[src/hw/rtl/csdm_pkg.sv]
`timescale 1ns / 1ps
package csdm_pkg;

  localparam int FRAC_BITS_DEF = 16;
  localparam int CORDIC_STAGES_DEF = 16;
  localparam int ATAN_COUNT = 30;
  localparam int SAMPLE_W = 16;
  localparam int COORD_W = 18;
  localparam int OUT_W = 18;
  localparam logic [29:0] PI4_Q30 = 30'd843314857;
  localparam logic [29:0] GAIN_Q30 = 30'd652032874;
  localparam int OUT_MAX = 65536;

  typedef enum logic [1:0] {
    WEDGE_EAST  = 2'd0,
    WEDGE_NORTH = 2'd1,
    WEDGE_WEST  = 2'd2,
    WEDGE_SOUTH = 2'd3
  } wedge_t;

  typedef struct packed {
    logic   valid;
    logic   origin;
    logic   neg;
    wedge_t wedge;
    logic [16:0] radius;
  } side_t;

  function automatic logic [29:0] atan_q30(input int idx);
    logic [29:0] t;
    begin
      case (idx)
        0: t = 30'd843314856;
        1: t = 30'd497837829;
        2: t = 30'd263043836;
        3: t = 30'd133525158;
        4: t = 30'd67021686;
        5: t = 30'd33543515;
        6: t = 30'd16775850;
        7: t = 30'd8388437;
        8: t = 30'd4194282;
        9: t = 30'd2097149;
        10: t = 30'd1048575;
        11: t = 30'd524287;
        12: t = 30'd262143;
        13: t = 30'd131071;
        14: t = 30'd65535;
        15: t = 30'd32767;
        16: t = 30'd16383;
        17: t = 30'd8191;
        18: t = 30'd4095;
        19: t = 30'd2047;
        20: t = 30'd1023;
        21: t = 30'd511;
        22: t = 30'd255;
        23: t = 30'd127;
        24: t = 30'd63;
        25: t = 30'd31;
        26: t = 30'd15;
        27: t = 30'd7;
        28: t = 30'd3;
        29: t = 30'd1;
        default: t = 30'd0;
      endcase
      return t;
    end
  endfunction

endpackage

[src/hw/rtl/csdm_divider.sv]
`timescale 1ns / 1ps
// Pipelined restoring divider: one quotient bit per stage, carrying side data.
module csdm_divider
  import csdm_pkg::*;
#(
  parameter int FRAC_BITS = FRAC_BITS_DEF
) (
  input  logic                 clk,
  input  logic                 rst,
  input  logic [16:0]          num,
  input  logic [16:0]          den,
  input  side_t                side_in,
  output logic [FRAC_BITS:0]   quo,
  output side_t                side_out
);

  localparam int QW = FRAC_BITS + 1;
  localparam int RW = 18;

  logic [RW-1:0]   rem [1:QW];
  logic [16:0]     dv  [1:QW];
  logic [QW-1:0]   qa  [1:QW];
  side_t           sd  [1:QW];

  // The dividend is num*2^F; num <= den, so the top quotient bit position
  // is F. Rounding to nearest is applied after the last stage from the
  // final remainder.
  for (genvar s = 0; s < QW; s++) begin : g_st
    logic [RW-1:0] rin;
    logic [16:0]   din;
    logic [QW-1:0] qin;
    side_t         sd_in;
    logic [RW:0]   trial;
    logic [RW-1:0] rbase;
    logic          bitq;
    if (s == 0) begin : g_head
      assign rin   = {1'b0, num};
      assign din   = den;
      assign qin   = '0;
      assign sd_in = side_in;
    end else begin : g_body
      assign rin   = rem[s];
      assign din   = dv[s];
      assign qin   = qa[s];
      assign sd_in = sd[s];
    end
    always_comb begin
      // Stage 0 tests num itself (quotient bit F), later stages shift in 0.
      if (s == 0) rbase = rin;
      else rbase = {rin[RW-2:0], 1'b0};
      trial = {1'b0, rbase} - {2'b00, din};
      bitq  = !trial[RW];
    end
    always_ff @(posedge clk) begin
      if (rst) begin
        sd[s+1].valid <= 1'b0;
      end else begin
        sd[s+1].valid <= sd_in.valid;
      end
      sd[s+1].origin <= sd_in.origin;
      sd[s+1].neg    <= sd_in.neg;
      sd[s+1].wedge  <= sd_in.wedge;
      sd[s+1].radius <= sd_in.radius;
      rem[s+1] <= bitq ? trial[RW-1:0] : rbase;
      dv[s+1]  <= din;
      qa[s+1]  <= {qin[QW-2:0], bitq};
    end
  end

  // Round to nearest, ties up: add one when 2*rem >= den + (den odd ? 1:0),
  // i.e. rem + floor(den/2) >= den.
  logic [RW:0] rsum;
  always_comb begin
    rsum = {1'b0, rem[QW]} + {2'b00, 1'b0, dv[QW][16:1]};
  end

  always_ff @(posedge clk) begin
    if (rst) begin
      side_out.valid <= 1'b0;
    end else begin
      side_out.valid <= sd[QW].valid;
    end
    side_out.origin <= sd[QW].origin;
    side_out.neg    <= sd[QW].neg;
    side_out.wedge  <= sd[QW].wedge;
    side_out.radius <= sd[QW].radius;
    quo <= qa[QW] + ((rsum >= {2'b00, dv[QW]}) ? QW'(1) : QW'(0));
  end

endmodule

[config.mk]
export PLATFORM = sky130hd
export DESIGN_NAME = csdm_divider
export DESIGN_NICKNAME = d
export VERILOG_FILES = /design/src/hw/rtl/csdm_pkg.sv /design/src/hw/rtl/csdm_divider.sv
export SDC_FILE = /design/constraint.sdc
export NUM_CORES = 2
export LEC_CHECK = 0
export BUFFER_PORTS_ARGS = -buffer_cell sky130_fd_sc_hd__clkbuf_2
export CAP_MARGIN = 20
export CORE_AREA = 2 2 343 345
export CTS_CLUSTER_DIAMETER = 100
export CTS_CLUSTER_SIZE = 12
export DETAILED_ROUTE_END_ITERATION = 10
export DIE_AREA = 0 0 345 347
export SLEW_MARGIN = 20
export SYNTH_ARGS = -nofsm -noshare
export SYNTH_HDL_FRONTEND = slang
export SYNTH_SLANG_ARGS = --single-unit
export TNS_END_PERCENT = 20
[constraint.sdc]
create_clock -name clk -period 10.85 [get_ports clk]
set_input_delay 1.085 -clock clk [delete_from_list [all_inputs] [get_ports clk]]
set_output_delay 1.085 -clock clk [all_outputs]
set_load 0.05 [all_outputs]
Word-level counts from Yosys, hierarchy flattened
Memories as Yosys holds them, arrays and structs flattened.
Cells that the tools add are included.
Widths: inputs -> output; s select.
Word-level totals
  bits in registers: 39
  bits in writable memories: 1258
  input port bits: 58
  output and inout port bits: 39
  logic and storage cells: 102
  memories: 4
Operators by class
  $add $sub $neg: 19
  magnitude comparators: 1
  mux-type cells: 38
  bitwise operators: 17
  reductions and logical operators: 17
Memories
  sd: depth 17, bits a word 22, read ports 17, clocked after memory_dff 0, write ports 17, line csdm_divider.sv:23  | side_t sd [1:QW];
  rem: depth 17, bits a word 18, read ports 17, clocked after memory_dff 0, write ports 17, line csdm_divider.sv:20  | logic [RW-1:0] rem [1:QW];
  dv: depth 17, bits a word 17, read ports 17, clocked after memory_dff 0, write ports 17, line csdm_divider.sv:21  | logic [16:0] dv [1:QW];
  qa: depth 17, bits a word 17, read ports 17, clocked after memory_dff 0, write ports 17, line csdm_divider.sv:22  | logic [QW-1:0] qa [1:QW];
Operators with widths (number)
  $mux 18: 17
  $sub 18x17->19: 16
  $mux 1: 21
  $add 18x16->19: 1
  $ge 19x17->1: 1
  $sub 17x17->18: 1
  $add 17x17->17: 1
  $logic_not 1->1: 17
  $or 1x1->1: 17

Depth between registers and ports, before layout
An unclocked memory read counts as a cell.
  word-level depth: 5
  depth in mapped cells: 24
  gate-level depth less buffers: 24

Least setup slack after synthesis
Ideal clock, no wire load.
  kind: flip-flop to flip-flop
  start: register, netlist name dv[0][290]
  end: register quo[16]
  setup time: 0.072 ns
  arrival time: 3.881 ns
  required time: 10.778 ns
  setup slack: 6.897 ns
  cell stages (with the launch flop): 25
  clock period less this slack: 3.953 ns
  path through: dfxtp_1 -> ha_1 -> inv_1 -> fa_1 -> nor2b_1 -> o21ai_0 -> a21boi_0 -> o21ai_0 -> nand3b_1 -> a21o_1 -> a21oi_1 -> xnor2_1 -> ha_1 -> a21o_1 -> a21o_1 -> a21oi_1 -> o21ai_0 -> o211ai_1 -> nand4_1 -> ha_1 -> nand2_1 -> nor2_1 -> and4_1 -> nand3_1 -> xnor2_1
RTL lines
  end signal, assigned: line csdm_divider.sv:87  | quo <= qa[QW] + ((rsum >= {2'b00, dv[QW]}) ? QW'(1) : QW'(0));
  end, declared: line csdm_divider.sv:13  | output logic [FRAC_BITS:0] quo,

==> impl_metrics.tcl <==
set metrics [dict create \
    place_congestion 0.827 \
    rrSetupSlack_ns 5.98 \
    wl_per_cell_um 11.6 \
    synth_top_area_share_pct 56.9 \
    synth_nets 4157 \
    timing.rr.start "dv[0][290]$_DFF_P_" \
    drive_gt1_share_pct 7.91 \
    setup_viol 0 \
    synthToLayoutAreaGrowth_pct 12.6 \
    fin_crit_sh_pct 44.8 \
    ff2ff_path_depth 22 \
    fin_setup_tns_ns 0 \
    vias_per_cell 4.55 \
    synth_area_mm2 0.0403 \
    startpoint_type "flip-flop" \
    layout.cells.most_common "dfxtp_1" \
    outcome "finished, final reports clean" \
    r2r-end "quo[16]$_DFF_P_" \
    dieArea_mm2 0.120 \
    first_pass_iters 5 \
    synth_edf_count 0 \
    initial_core_util_pct 34.8 \
    portBuffers 96 \
    tightest_slew_ns 0.926 \
    cts_tree "built" \
    min_to "sd[0][125]$_DFF_P_" \
    clock-root-buffer "clkbuf_16" \
    numCtsBuffers 106 \
    via_count 24900 \
    fin_nets 4320 \
    grt_max_degree 32 \
    wl_mm 63.2 \
    period_minus_slack_ns 4.87 \
    seq_area_frac_synth_pct 56.9 \
    clk_latency_ns 0.69 \
    ys_ff_latch 1145 \
    yosys.area.top_type "dfxtp_1" \
    diodes 0 \
    crit_arrival_ns 5.43 \
    drc_errors 0 \
    netlist_instances 3773 \
    cts.path.max_buffers 3 \
    cts_hold_buf 0 \
    p_per_area_mw_per_mm2 314 \
    slew_headroom_pct 38.1 \
    max-cap-violations 0 \
    synth_area_leaders "dfxtp_1 (57%), ha_1 (9.6%), o21ai_0 (3.9%)" \
    die_x_um 345 \
    hold_depth 0 \
    hold_viol 0 \
    cts_sinks 1145 \
    cts.clk_slew.worst_paths_ns 0.06 \
    drv_slew 0 \
    p_leak_nw 20.2 \
    fin_skew_ns 0.0454 \
    yosys_warnings 0 \
    avgSynthCellArea_um2 10.7 \
    grt_first_pass_wirelength_mm 109 \
    synth_cell_type_count 77 \
    dr.first_iter.drc_count 931 \
    fmax_ghz 0.206 \
    io_pins 97 \
    whs_ns 0.298 \
    antenna_found_initial 0 \
    required_ns 11.42 \
    cts_resized 0 \
    hp-start "sd[0][103]$_DFF_P_" \
    synth_ff_type "dfxtp_1" \
    die_h_um 347 \
    crit_fanout 7 \
    critPathKind "reg2reg" \
    peakVddDrop_uv 134 \
    cts_setup_buffers 0 \
    row_count 125 \
    rsz0062_at_grt "no" \
    hp-class "reg2reg" \
    gr-total-overflow 0 \
    async_reset_ff_share_pct 0 \
    endpoint_kind "flip-flop" \
    grt_pass1_vias 25200 \
    final_cell_mix "dfxtp_1 (1145), inv_1 (366), o21ai_0 (312), ha_1 (308), nand2_1 (289)" \
    h-tree-depth 3 \
    core_area_mm2 0.116 \
    ant_nets 0 \
    grt_usage_pct 10.6 \
    dp_hpwl_mm 46.5 \
]
## through the flow
stage / power [mW] / instances / cell area, um^2 / worst slack, ns / util (%)
floorplan: 10.1 / 3773 / 40300 / 6.90 / -
global placement: 11.1 / 5352 / 42500 / 5.89 / 36.8
detailed placement: 11.2 / 5352 / 42500 / 5.88 / 36.8
CTS: 14.4 / 5468 / 45400 / 5.84 / 39.2
global route: 15.4 / 5468 / 45400 / 5.55 / 39.2
finish: 14.2 / 5468 / 45400 / 5.98 / 39.2
## worst max-delay path: stages (launching register included)
cell and delay [ns]:
dfxtp_1 0.34, ha_1 0.21, inv_1 0.07, fa_1 0.40
nor2b_1 0.12, o21ai_0 0.10, a21boi_0 0.34, o21ai_0 0.21
nand3b_1 0.18, a21o_1 0.14, a21oi_1 0.07, xnor2_1 0.13
ha_1 0.29, nand4_1 0.13, a211oi_1 0.31, o211ai_1 0.13
nand4_1 0.23, ha_1 0.40, nand2_1 0.15, nor2_1 0.27
and4_1 0.30, nand3_1 0.11, xnor2_1 0.13
## power by group
| group | switching [mW] | internal, mW | total, mW | leakage, nW |
|---|---|---|---|---|
| Combinational | 2.99 | 2.39 | 5.38 | 9.16 |
| Sequential | 0.432 | 5.25 | 5.68 | 9.65 |
| Clock | 1.45 | 1.74 | 3.19 | 1.38 |
## cells by family (layout without fill, tap and decap cells)
group | Yosys count | after routing | synth area share [%]
AO/OA/AOI/OAI | 882 | 882 | 13.5
adder cells (fa/ha/maj) | 326 | 326 | 10.5
buffers and inverters | 414 | 585 | 3.95
XOR/XNOR | 230 | 230 | 5.00
flip-flops | 1145 | 1145 | 56.9
AND/OR/NAND/NOR | 706 | 706 | 8.24
multiplexers | 70 | 70 | 2.00
## sequential cells by signal (all words and copies together) (netlist names)
signal    count
sd          374
rem         290
dv          289
qa          153
side_out     22
quo          17
## final cells by class
cell class	count	area, um^2
timing repair buffer	103	533
clock buffer	107	2660
fill	11200	70400
multi-input combinational	2214	15800
inverter	366	1370
tap	1524	1910
clock inverter	9	175
sequential	1145	22900
## cell usage after synthesis (7+ instances only)
library cell / instances
nand3_1: 21
a31oi_1: 35
dfxtp_1: 1145
inv_1: 366
a21boi_0: 8
nand4_1: 19
xnor2_1: 139
nor4_1: 10
ha_1: 308
fa_1: 18
buf_2: 9
clkbuf_1: 36
o31a_1: 19
xor2_1: 91
o21ai_0: 312
and3_1: 19
a21o_1: 62
and2_1: 19
mux2_2: 55
o21bai_1: 37
nor2_1: 136
a211oi_1: 32
o21a_1: 40
or4_1: 8
o211ai_1: 18
a31o_2: 10
nor2b_1: 59
nand2_1: 289
o31ai_1: 41
nand2b_1: 51
o21ai_1: 12
a311oi_1: 8
mux2_4: 7
nor3_1: 47
a21oi_1: 188
mux2i_1: 8
## layer usage
layer / track usage, % / up-vias / wire length, um / part of all wire, %
li1: - / 13100 / - / -
met1: 10.9 / 11400 / 26200 / 41
met2: 20.6 / 313 / 32700 / 52
met3: 2.18 / 153 / 2340 / 3.7
met4: 4.48 / 0 / 1960 / 3.1
met5: 0 / - / 0 / 0
## worst max-delay path by stage
stage	start	end	slack [ns]	cells past startpoint
6_report	dv[0][290]$_DFF_P_	quo[16]$_DFF_P_	5.98	22
5_1_grt	dv[0][290]$_DFF_P_	quo[16]$_DFF_P_	5.55	24
4_1_cts	dv[0][290]$_DFF_P_	quo[16]$_DFF_P_	5.84	22
3_5_place_dp	dv[0][290]$_DFF_P_	quo[16]$_DFF_P_	5.88	22
3_3_place_gp	dv[0][290]$_DFF_P_	quo[16]$_DFF_P_	5.89	22
2_1_floorplan	dv[0][290]$_DFF_P_	quo[16]$_DFF_P_	6.90	24
No activity file was read; power rests on OpenSTA's default activity.
