===== src/hw/rtl/csdm_pkg.sv =====
`timescale 1ns / 1ps
package csdm_pkg;

  localparam int FRAC_BITS_DEF = 16;
  localparam int CORDIC_STAGES_DEF = 16;
  localparam int ATAN_COUNT = 30;
  localparam int SAMPLE_W = 16;
  localparam int COORD_W = 18;
  localparam int OUT_W = 18;
  localparam logic [29:0] PI4_Q30 = 30'd843314857;
  localparam logic [29:0] GAIN_Q30 = 30'd652032874;
  localparam int OUT_MAX = 65536;

  typedef enum logic [1:0] {
    WEDGE_EAST  = 2'd0,
    WEDGE_NORTH = 2'd1,
    WEDGE_WEST  = 2'd2,
    WEDGE_SOUTH = 2'd3
  } wedge_t;

  typedef struct packed {
    logic   valid;
    logic   origin;
    logic   neg;
    wedge_t wedge;
    logic [16:0] radius;
  } side_t;

  function automatic logic [29:0] atan_q30(input int idx);
    logic [29:0] t;
    begin
      case (idx)
        0: t = 30'd843314856;
        1: t = 30'd497837829;
        2: t = 30'd263043836;
        3: t = 30'd133525158;
        4: t = 30'd67021686;
        5: t = 30'd33543515;
        6: t = 30'd16775850;
        7: t = 30'd8388437;
        8: t = 30'd4194282;
        9: t = 30'd2097149;
        10: t = 30'd1048575;
        11: t = 30'd524287;
        12: t = 30'd262143;
        13: t = 30'd131071;
        14: t = 30'd65535;
        15: t = 30'd32767;
        16: t = 30'd16383;
        17: t = 30'd8191;
        18: t = 30'd4095;
        19: t = 30'd2047;
        20: t = 30'd1023;
        21: t = 30'd511;
        22: t = 30'd255;
        23: t = 30'd127;
        24: t = 30'd63;
        25: t = 30'd31;
        26: t = 30'd15;
        27: t = 30'd7;
        28: t = 30'd3;
        29: t = 30'd1;
        default: t = 30'd0;
      endcase
      return t;
    end
  endfunction

endpackage


===== src/hw/rtl/csdm_cordic.sv =====
`timescale 1ns / 1ps
// Rotation CORDIC, one micro-rotation per register stage.
module csdm_cordic
  import csdm_pkg::*;
#(
  parameter int FRAC_BITS = FRAC_BITS_DEF,
  parameter int CORDIC_STAGES = CORDIC_STAGES_DEF
) (
  input  logic                        clk,
  input  logic                        rst,
  input  logic signed [FRAC_BITS+2:0] theta,
  input  side_t                       side_in,
  output logic signed [FRAC_BITS+2:0] cos_out,
  output logic signed [FRAC_BITS+2:0] sin_out,
  output side_t                       side_out
);

  localparam int NS = (CORDIC_STAGES < ATAN_COUNT) ? CORDIC_STAGES : ATAN_COUNT;
  localparam int W = FRAC_BITS + 3;
  localparam int TSH = 30 - FRAC_BITS;

  logic signed [W-1:0] xs [1:NS];
  logic signed [W-1:0] ys [1:NS];
  logic signed [W-1:0] zs [1:NS];
  side_t               sd [1:NS];

  for (genvar i = 0; i < NS; i++) begin : g_rot
    localparam logic [29:0] STEP_FULL = atan_q30(i) >> TSH;
    localparam logic signed [W-1:0] STEP = W'(STEP_FULL);
    logic signed [W-1:0] xi;
    logic signed [W-1:0] yi;
    logic signed [W-1:0] zi;
    side_t               sd_in;
    logic signed [W-1:0] xsh;
    logic signed [W-1:0] ysh;
    if (i == 0) begin : g_head
      assign xi    = W'(GAIN_Q30 >> TSH);
      assign yi    = '0;
      assign zi    = theta;
      assign sd_in = side_in;
    end else begin : g_body
      assign xi    = xs[i];
      assign yi    = ys[i];
      assign zi    = zs[i];
      assign sd_in = sd[i];
    end
    always_comb begin
      xsh = xi >>> i;
      ysh = yi >>> i;
    end
    always_ff @(posedge clk) begin
      if (rst) begin
        sd[i+1].valid <= 1'b0;
      end else begin
        sd[i+1].valid <= sd_in.valid;
      end
      sd[i+1].origin <= sd_in.origin;
      sd[i+1].neg    <= sd_in.neg;
      sd[i+1].wedge  <= sd_in.wedge;
      sd[i+1].radius <= sd_in.radius;
      if (!zi[W-1]) begin
        xs[i+1] <= xi - ysh;
        ys[i+1] <= yi + xsh;
        zs[i+1] <= zi - STEP;
      end else begin
        xs[i+1] <= xi + ysh;
        ys[i+1] <= yi - xsh;
        zs[i+1] <= zi + STEP;
      end
    end
  end

  assign cos_out  = xs[NS];
  assign sin_out  = ys[NS];
  assign side_out = sd[NS];

endmodule


===== config.mk =====
export PLATFORM = sky130hd
export DESIGN_NAME = csdm_cordic
export DESIGN_NICKNAME = d
export VERILOG_FILES = /design/src/hw/rtl/csdm_pkg.sv /design/src/hw/rtl/csdm_cordic.sv
export SDC_FILE = /design/constraint.sdc
export NUM_CORES = 2
export LEC_CHECK = 0
export CAP_MARGIN = 20
export CORE_MARGIN = 10
export CORE_UTILIZATION = 35
export DETAILED_ROUTE_END_ITERATION = 8
export DONT_BUFFER_PORTS = 1
export SETUP_SLACK_MARGIN = 0.4
export SLEW_MARGIN = 40
export SYNTH_ARGS = -nofsm -noshare
export SYNTH_HDL_FRONTEND = slang
export SYNTH_SLANG_ARGS = --single-unit

===== constraint.sdc =====
create_clock -name clk -period 6.8 [get_ports clk]
set_clock_uncertainty 0.1 [all_clocks]
set_input_delay 1.02 -clock clk [delete_from_list [all_inputs] [get_ports clk]]
set_output_delay 1.02 -clock clk [all_outputs]
set_load 0.02 [all_outputs]

Word-level counts from Yosys, hierarchy flattened:

Memory sizes are Yosys's and may differ from the RTL's.
Cells that the tools add are included.

* RAM bits: 1264
* memories: 4
* register bits after elaboration: 0
* input bits: 43
* output and inout port bits: 60
* logic and storage cells: 259

Memory list
* sd: words 16, width 22, read ports 16, clocked after Yosys merged registers in 0, write ports 16, line csdm_cordic.sv:25 `side_t sd [1:NS];`
* xs: words 16, width 19, read ports 16, clocked after Yosys merged registers in 0, write ports 16, line csdm_cordic.sv:22 `logic signed [W-1:0] xs [1:NS];`
* ys: words 16, width 19, read ports 16, clocked after Yosys merged registers in 0, write ports 16, line csdm_cordic.sv:23 `logic signed [W-1:0] ys [1:NS];`
* zs: words 16, width 19, read ports 15, clocked after Yosys merged registers in 0, write ports 16, line csdm_cordic.sv:24 `logic signed [W-1:0] zs [1:NS];`

* bitwise operators: 64
* multiplexer cells: 99
* $add $sub $neg: 92

Operator list (number)
* two-way mux 19 bit: 48
* OR 1 bit: 64
* two-way mux 1 bit: 51
* adder 19 x 10 -> 19 bit: 2
* adder 19 x 11 -> 19 bit: 2
* adder 19 x 12 -> 19 bit: 2
* adder 19 x 13 -> 19 bit: 2
* adder 19 x 14 -> 19 bit: 2
* adder 19 x 15 -> 19 bit: 2
* adder 19 x 16 -> 19 bit: 2
* adder 19 x 17 -> 19 bit: 2
* adder 19 x 18 -> 19 bit: 2
* adder 19 x 4 -> 19 bit: 2
* adder 19 x 5 -> 19 bit: 2
* adder 19 x 6 -> 19 bit: 2
* adder 19 x 7 -> 19 bit: 2
* adder 19 x 8 -> 19 bit: 2
* adder 19 x 9 -> 19 bit: 2
* subtractor 19 x 10 -> 19 bit: 2
* subtractor 19 x 11 -> 19 bit: 2
* subtractor 19 x 12 -> 19 bit: 2
* subtractor 19 x 13 -> 19 bit: 2
* subtractor 19 x 14 -> 19 bit: 2
* subtractor 19 x 15 -> 19 bit: 2
* 41 further kinds: 50

Depth between registers and ports, before layout:

* word-level depth: 3
* gate-level depth with buffers: 16
* depth with buffers taken out: 16

Worst setup path after synthesis:

OpenSTA, ideal clock, no wires.

* path type: register to register
* start point: register zs[0][113] (netlist name)
* end point: register xs[0][132] (netlist name)
* buffers on the path: 2
* cell stages (with the launch flop): 13
* library setup time: 0.120 ns
* path slack: 3.263 ns
* data required time: 6.580 ns
* clock period less this slack: 3.537 ns
* arrival: 3.317 ns
* path through: dfxtp_1 -> clkbuf_1 -> clkbuf_1 -> mux2_2 -> fa_1 -> a211oi_1 -> o21bai_1 -> a21oi_1 -> o21ai_0 -> a211o_1 -> a21oi_1 -> a21oi_1 -> xnor2_1

==> out/summary.md <==
The register cell area after layout is 0.0236 mm^2. Static timing analysis puts the maximum clock frequency at 253 MHz. After floorplanning, the core was sized to cover 0.183 mm^2. Adding up every negative setup slack in the final design gives 0 ns. For the placement-stage cell area, the log shows 0.0669 mm^2. The arrival time of data at the critical path endpoint is 4.56 ns, and the number of buffers created by CTS is 138. The run gives 103 as the number of placed I/O pins. The average wire length per cell after detail routing was 15.0 um. The critical path's slowest cell is sky130_fd_sc_hd__dfxtp_1. The number of vias per cell after detailed routing came out at 5.01.

The layer flagged by global routing as most heavily used is met2. The number of inserted filler cells in the final layout came out at 17900. Subtracting the final worst setup slack from the clock period gives 3.95 ns. The synthesized netlist contains 85 unique library cells. For the pin with the worst max-slew slack, the measured transition is 0.840 ns. The initial antenna violation count is 0. The effective utilization at floorplan was 0.351; the post-cts repair resize count was 0.

The synthesis warning total is 0, and the cell count after placement is 9164. The logs give 0 for the number of endpoints with negative hold slack in the final report and 0.368 for the share of synthesized area occupied by flip-flops and latches. STA classifies the critical path startpoint as a flip-flop. The largest stage delay on the critical path came out at 0.61 ns. Port buffering added 0 buffers. By instance count, the cell type seen most on the critical path is sky130_fd_sc_hd__a21oi_1.

Type of the worst min-delay path: input pin to flip-flop. The clock edge transition at the registers on the reported setup and hold paths is 0.06 ns. The tools report the instance count of the mapped netlist as 6841. The top cell types in the final layout, fill and taps aside, are sky130_fd_sc_hd__dfxtp_1 (1176), sky130_fd_sc_hd__ha_1 (829), sky130_fd_sc_hd__a21oi_1 (702). The DRC marker count from the first detailed-route iteration was 2567; the largest net degree at the start of global routing was 47. The max-slew violation total from the final report was 0; the met3 track demand over resource in global routing was 0.0227. The via count of the first global-routing pass was 46700; the hold-fix buffer count after cts was 0. Across the run, the number of max-cap violations was 0.

Along the worst path, the maximum fanout reaches 36. CTS placed an instance of sky130_fd_sc_hd__clkbuf_16 at the clock tree root. For the worst slew margin relative to its limit, the log shows 0.439.

The run gives 7.40 ns as the endpoint required time on the critical path. The ratio of final minimum period to clock period is 0.581. The die is 448 um tall. The net count after synthesis was 7757. The final weighted congestion of routability-driven global placement was 0.878; the die area was 0.201 mm^2. Setup repair after global routing left no endpoint under its margin.

In this run, synthesis inferred 0 flip-flops with an integrated enable. The final non-filler cell area is 0.0718 mm^2, and the depth of the CTS H-tree is 4. The critical setup path kind was flip-flop to flip-flop. The count of cells in the finished layout, fillers not included, comes to 9411.

The ratio of cells with drive above 1 in the final layout is 0.0497. In the routed design, unresolved DRC markers number 0. The total global-route track usage was 0.138; the buffer count from post-CTS setup fixing was 0. In this run the cell area of the synthesized design comes to 0.0641 mm^2. The logs give 0.248 for the met2 layer usage reported by global route and 0 for the remaining number of nets flagged by the antenna check after routing. For this design, the sink count on the clock tree is 1178. The buffer and inverter count on the worst path was 1; the fraction of registers with async set/reset was 0. The run finished with clean final reports. The total overflow left after global routing is 0. Broken down by cell family, the worst path's largest delay share belongs to compound AO/OA/AOI/OAI gates. The met1 usage was 0.168; the row count was 157. The logs give 233000 um for the global-route wire length before repair and 0.80 ns for the insertion delay of the later-clocked pin in the worst-skew pair. Detailed placement finished with a half-perimeter wire length of 111000 um.

Compared with the post-synthesis result, the final layout area differs by 12.1%. The worst setup path is captured at a flip-flop. The count of TritonRoute iterations in the first routing pass is 6. Before CTS, the worst setup slack after placement is 2.79 ns. 0 antenna diodes ended up in the layout. The post-synthesis register bit count is 1178. TritonCTS built the clock tree. The die is 448 um wide. The run gives 47200 as the total number of vias. Most common cell after layout, fill and taps aside: sky130_fd_sc_hd__dfxtp_1. After the last flow step, the layout net total stands at 7835.

The deepest clock path buffer count came out at 3. Most common flop cell mapped by yosys: sky130_fd_sc_hd__dfxtp_1. The tools report the total area of multi-input combinational cells as 0.0389 mm^2. The per-instance average area after synthesis was 9.37 um^2; the final critical-path setup slack was 2.85 ns.

For the setup violation total in the final timing report, the log shows 0. For this block, the routed nets add up to 141000 um of wire. The critical path goes through buf_4 > mux2_2 > fa_1 > a211oi_1 > o21bai_1 > a21oi_1 > o21ai_0 > a211o_1 > a21oi_1 > a21oi_1 > xnor2_1.
## worst register-to-register path: stages (launching register included)
cell	delay, ns
sky130_fd_sc_hd__dfxtp_1	0.61
sky130_fd_sc_hd__buf_4	0.45
sky130_fd_sc_hd__mux2_2	0.46
sky130_fd_sc_hd__fa_1	0.46
sky130_fd_sc_hd__a211oi_1	0.23
sky130_fd_sc_hd__o21bai_1	0.11
sky130_fd_sc_hd__a21oi_1	0.29
sky130_fd_sc_hd__o21ai_0	0.33
sky130_fd_sc_hd__a211o_1	0.38
sky130_fd_sc_hd__a21oi_1	0.20
sky130_fd_sc_hd__a21oi_1	0.12
sky130_fd_sc_hd__xnor2_1	0.13
## metal layers
layer / vias to the layer above / share of wire
li1: 24300 / -
met1: 21800 / 0.45
met2: 794 / 0.49
met3: 245 / 0.039
met4: 0 / 0.028
met5: - / 0
## state kept, by name, indices dropped and copies added (netlist names)
name and count:
ys 284, sd 352, xs 275, zs 267
## through the flow
stage                     utilization  hold slack (ns)
after floorplan                     -            0.210
after global routing            0.393           0.0728
after CTS                       0.393           0.0529
final                           0.393            0.136
after global placement          0.366            0.209
after detailed placement        0.366            0.212
## final cells by class
cell class / instances / area share
Inverter: 365 / 0.0191
Clock buffer: 184 / 0.0547
Sequential cell: 1178 / 0.328
Multi-Input combinational cell: 5223 / 0.541
Tap cell: 2385 / 0.0415
Clock inverter: 63 / 0.0138
Timing Repair Buffer: 13 / 0.00136
## final timing paths
kind | start | end | slack (ns) | cells past startpoint
max | zs[0][113] | xs[0][132] | 2.85 | 11
max reg2reg | zs[0][113] | xs[0][132] | 2.85 | 11
min reg2reg | sd[6][20] | sd[6][42] | 0.20 | 0
min | side_in[5] | sd[0][27] | 0.14 | 0
## cells by family after synthesis
family,Yosys count,synth area share
compound gates,1852,0.181
xor+xnor,919,0.126
fa+ha+maj,873,0.176
buf+inv,440,0.0259
flops,1178,0.368
mux,62,0.0103
other cells,1,0.0000585
simple gates,1516,0.113
## synth_stat cells (all sizes together), types with 18 or more instances
master,instances,area [um^2]
dfxtp,1178,23600
ha,829,10400
a21oi,707,3560
xnor2,592,5180
nor2,498,1870
inv,361,1360
xor2,327,2860
nand2,314,1180
o21ai,305,1530
a21o,290,2180
nor3,158,796
nor2b,119,744
nand3,100,500
o21bai,99,743
o21a,95,713
nand2b,73,457
a31oi,70,438
clkbuf,69,259
fa,44,881
and3,42,263
nand4,42,263
a211oi,40,305
a21boi,35,267
mux2i,34,340
and2,32,200
or3,30,188
nor4,29,181
mux2,28,319
o31a,27,236
a31o,22,193
o211ai,22,179
o2111ai,19,166
o31ai,18,150
or2,18,113
Power is left out: the tool's default activity adds up to more than one toggle a clock period on the data nets, which glitch-free logic cannot reach.
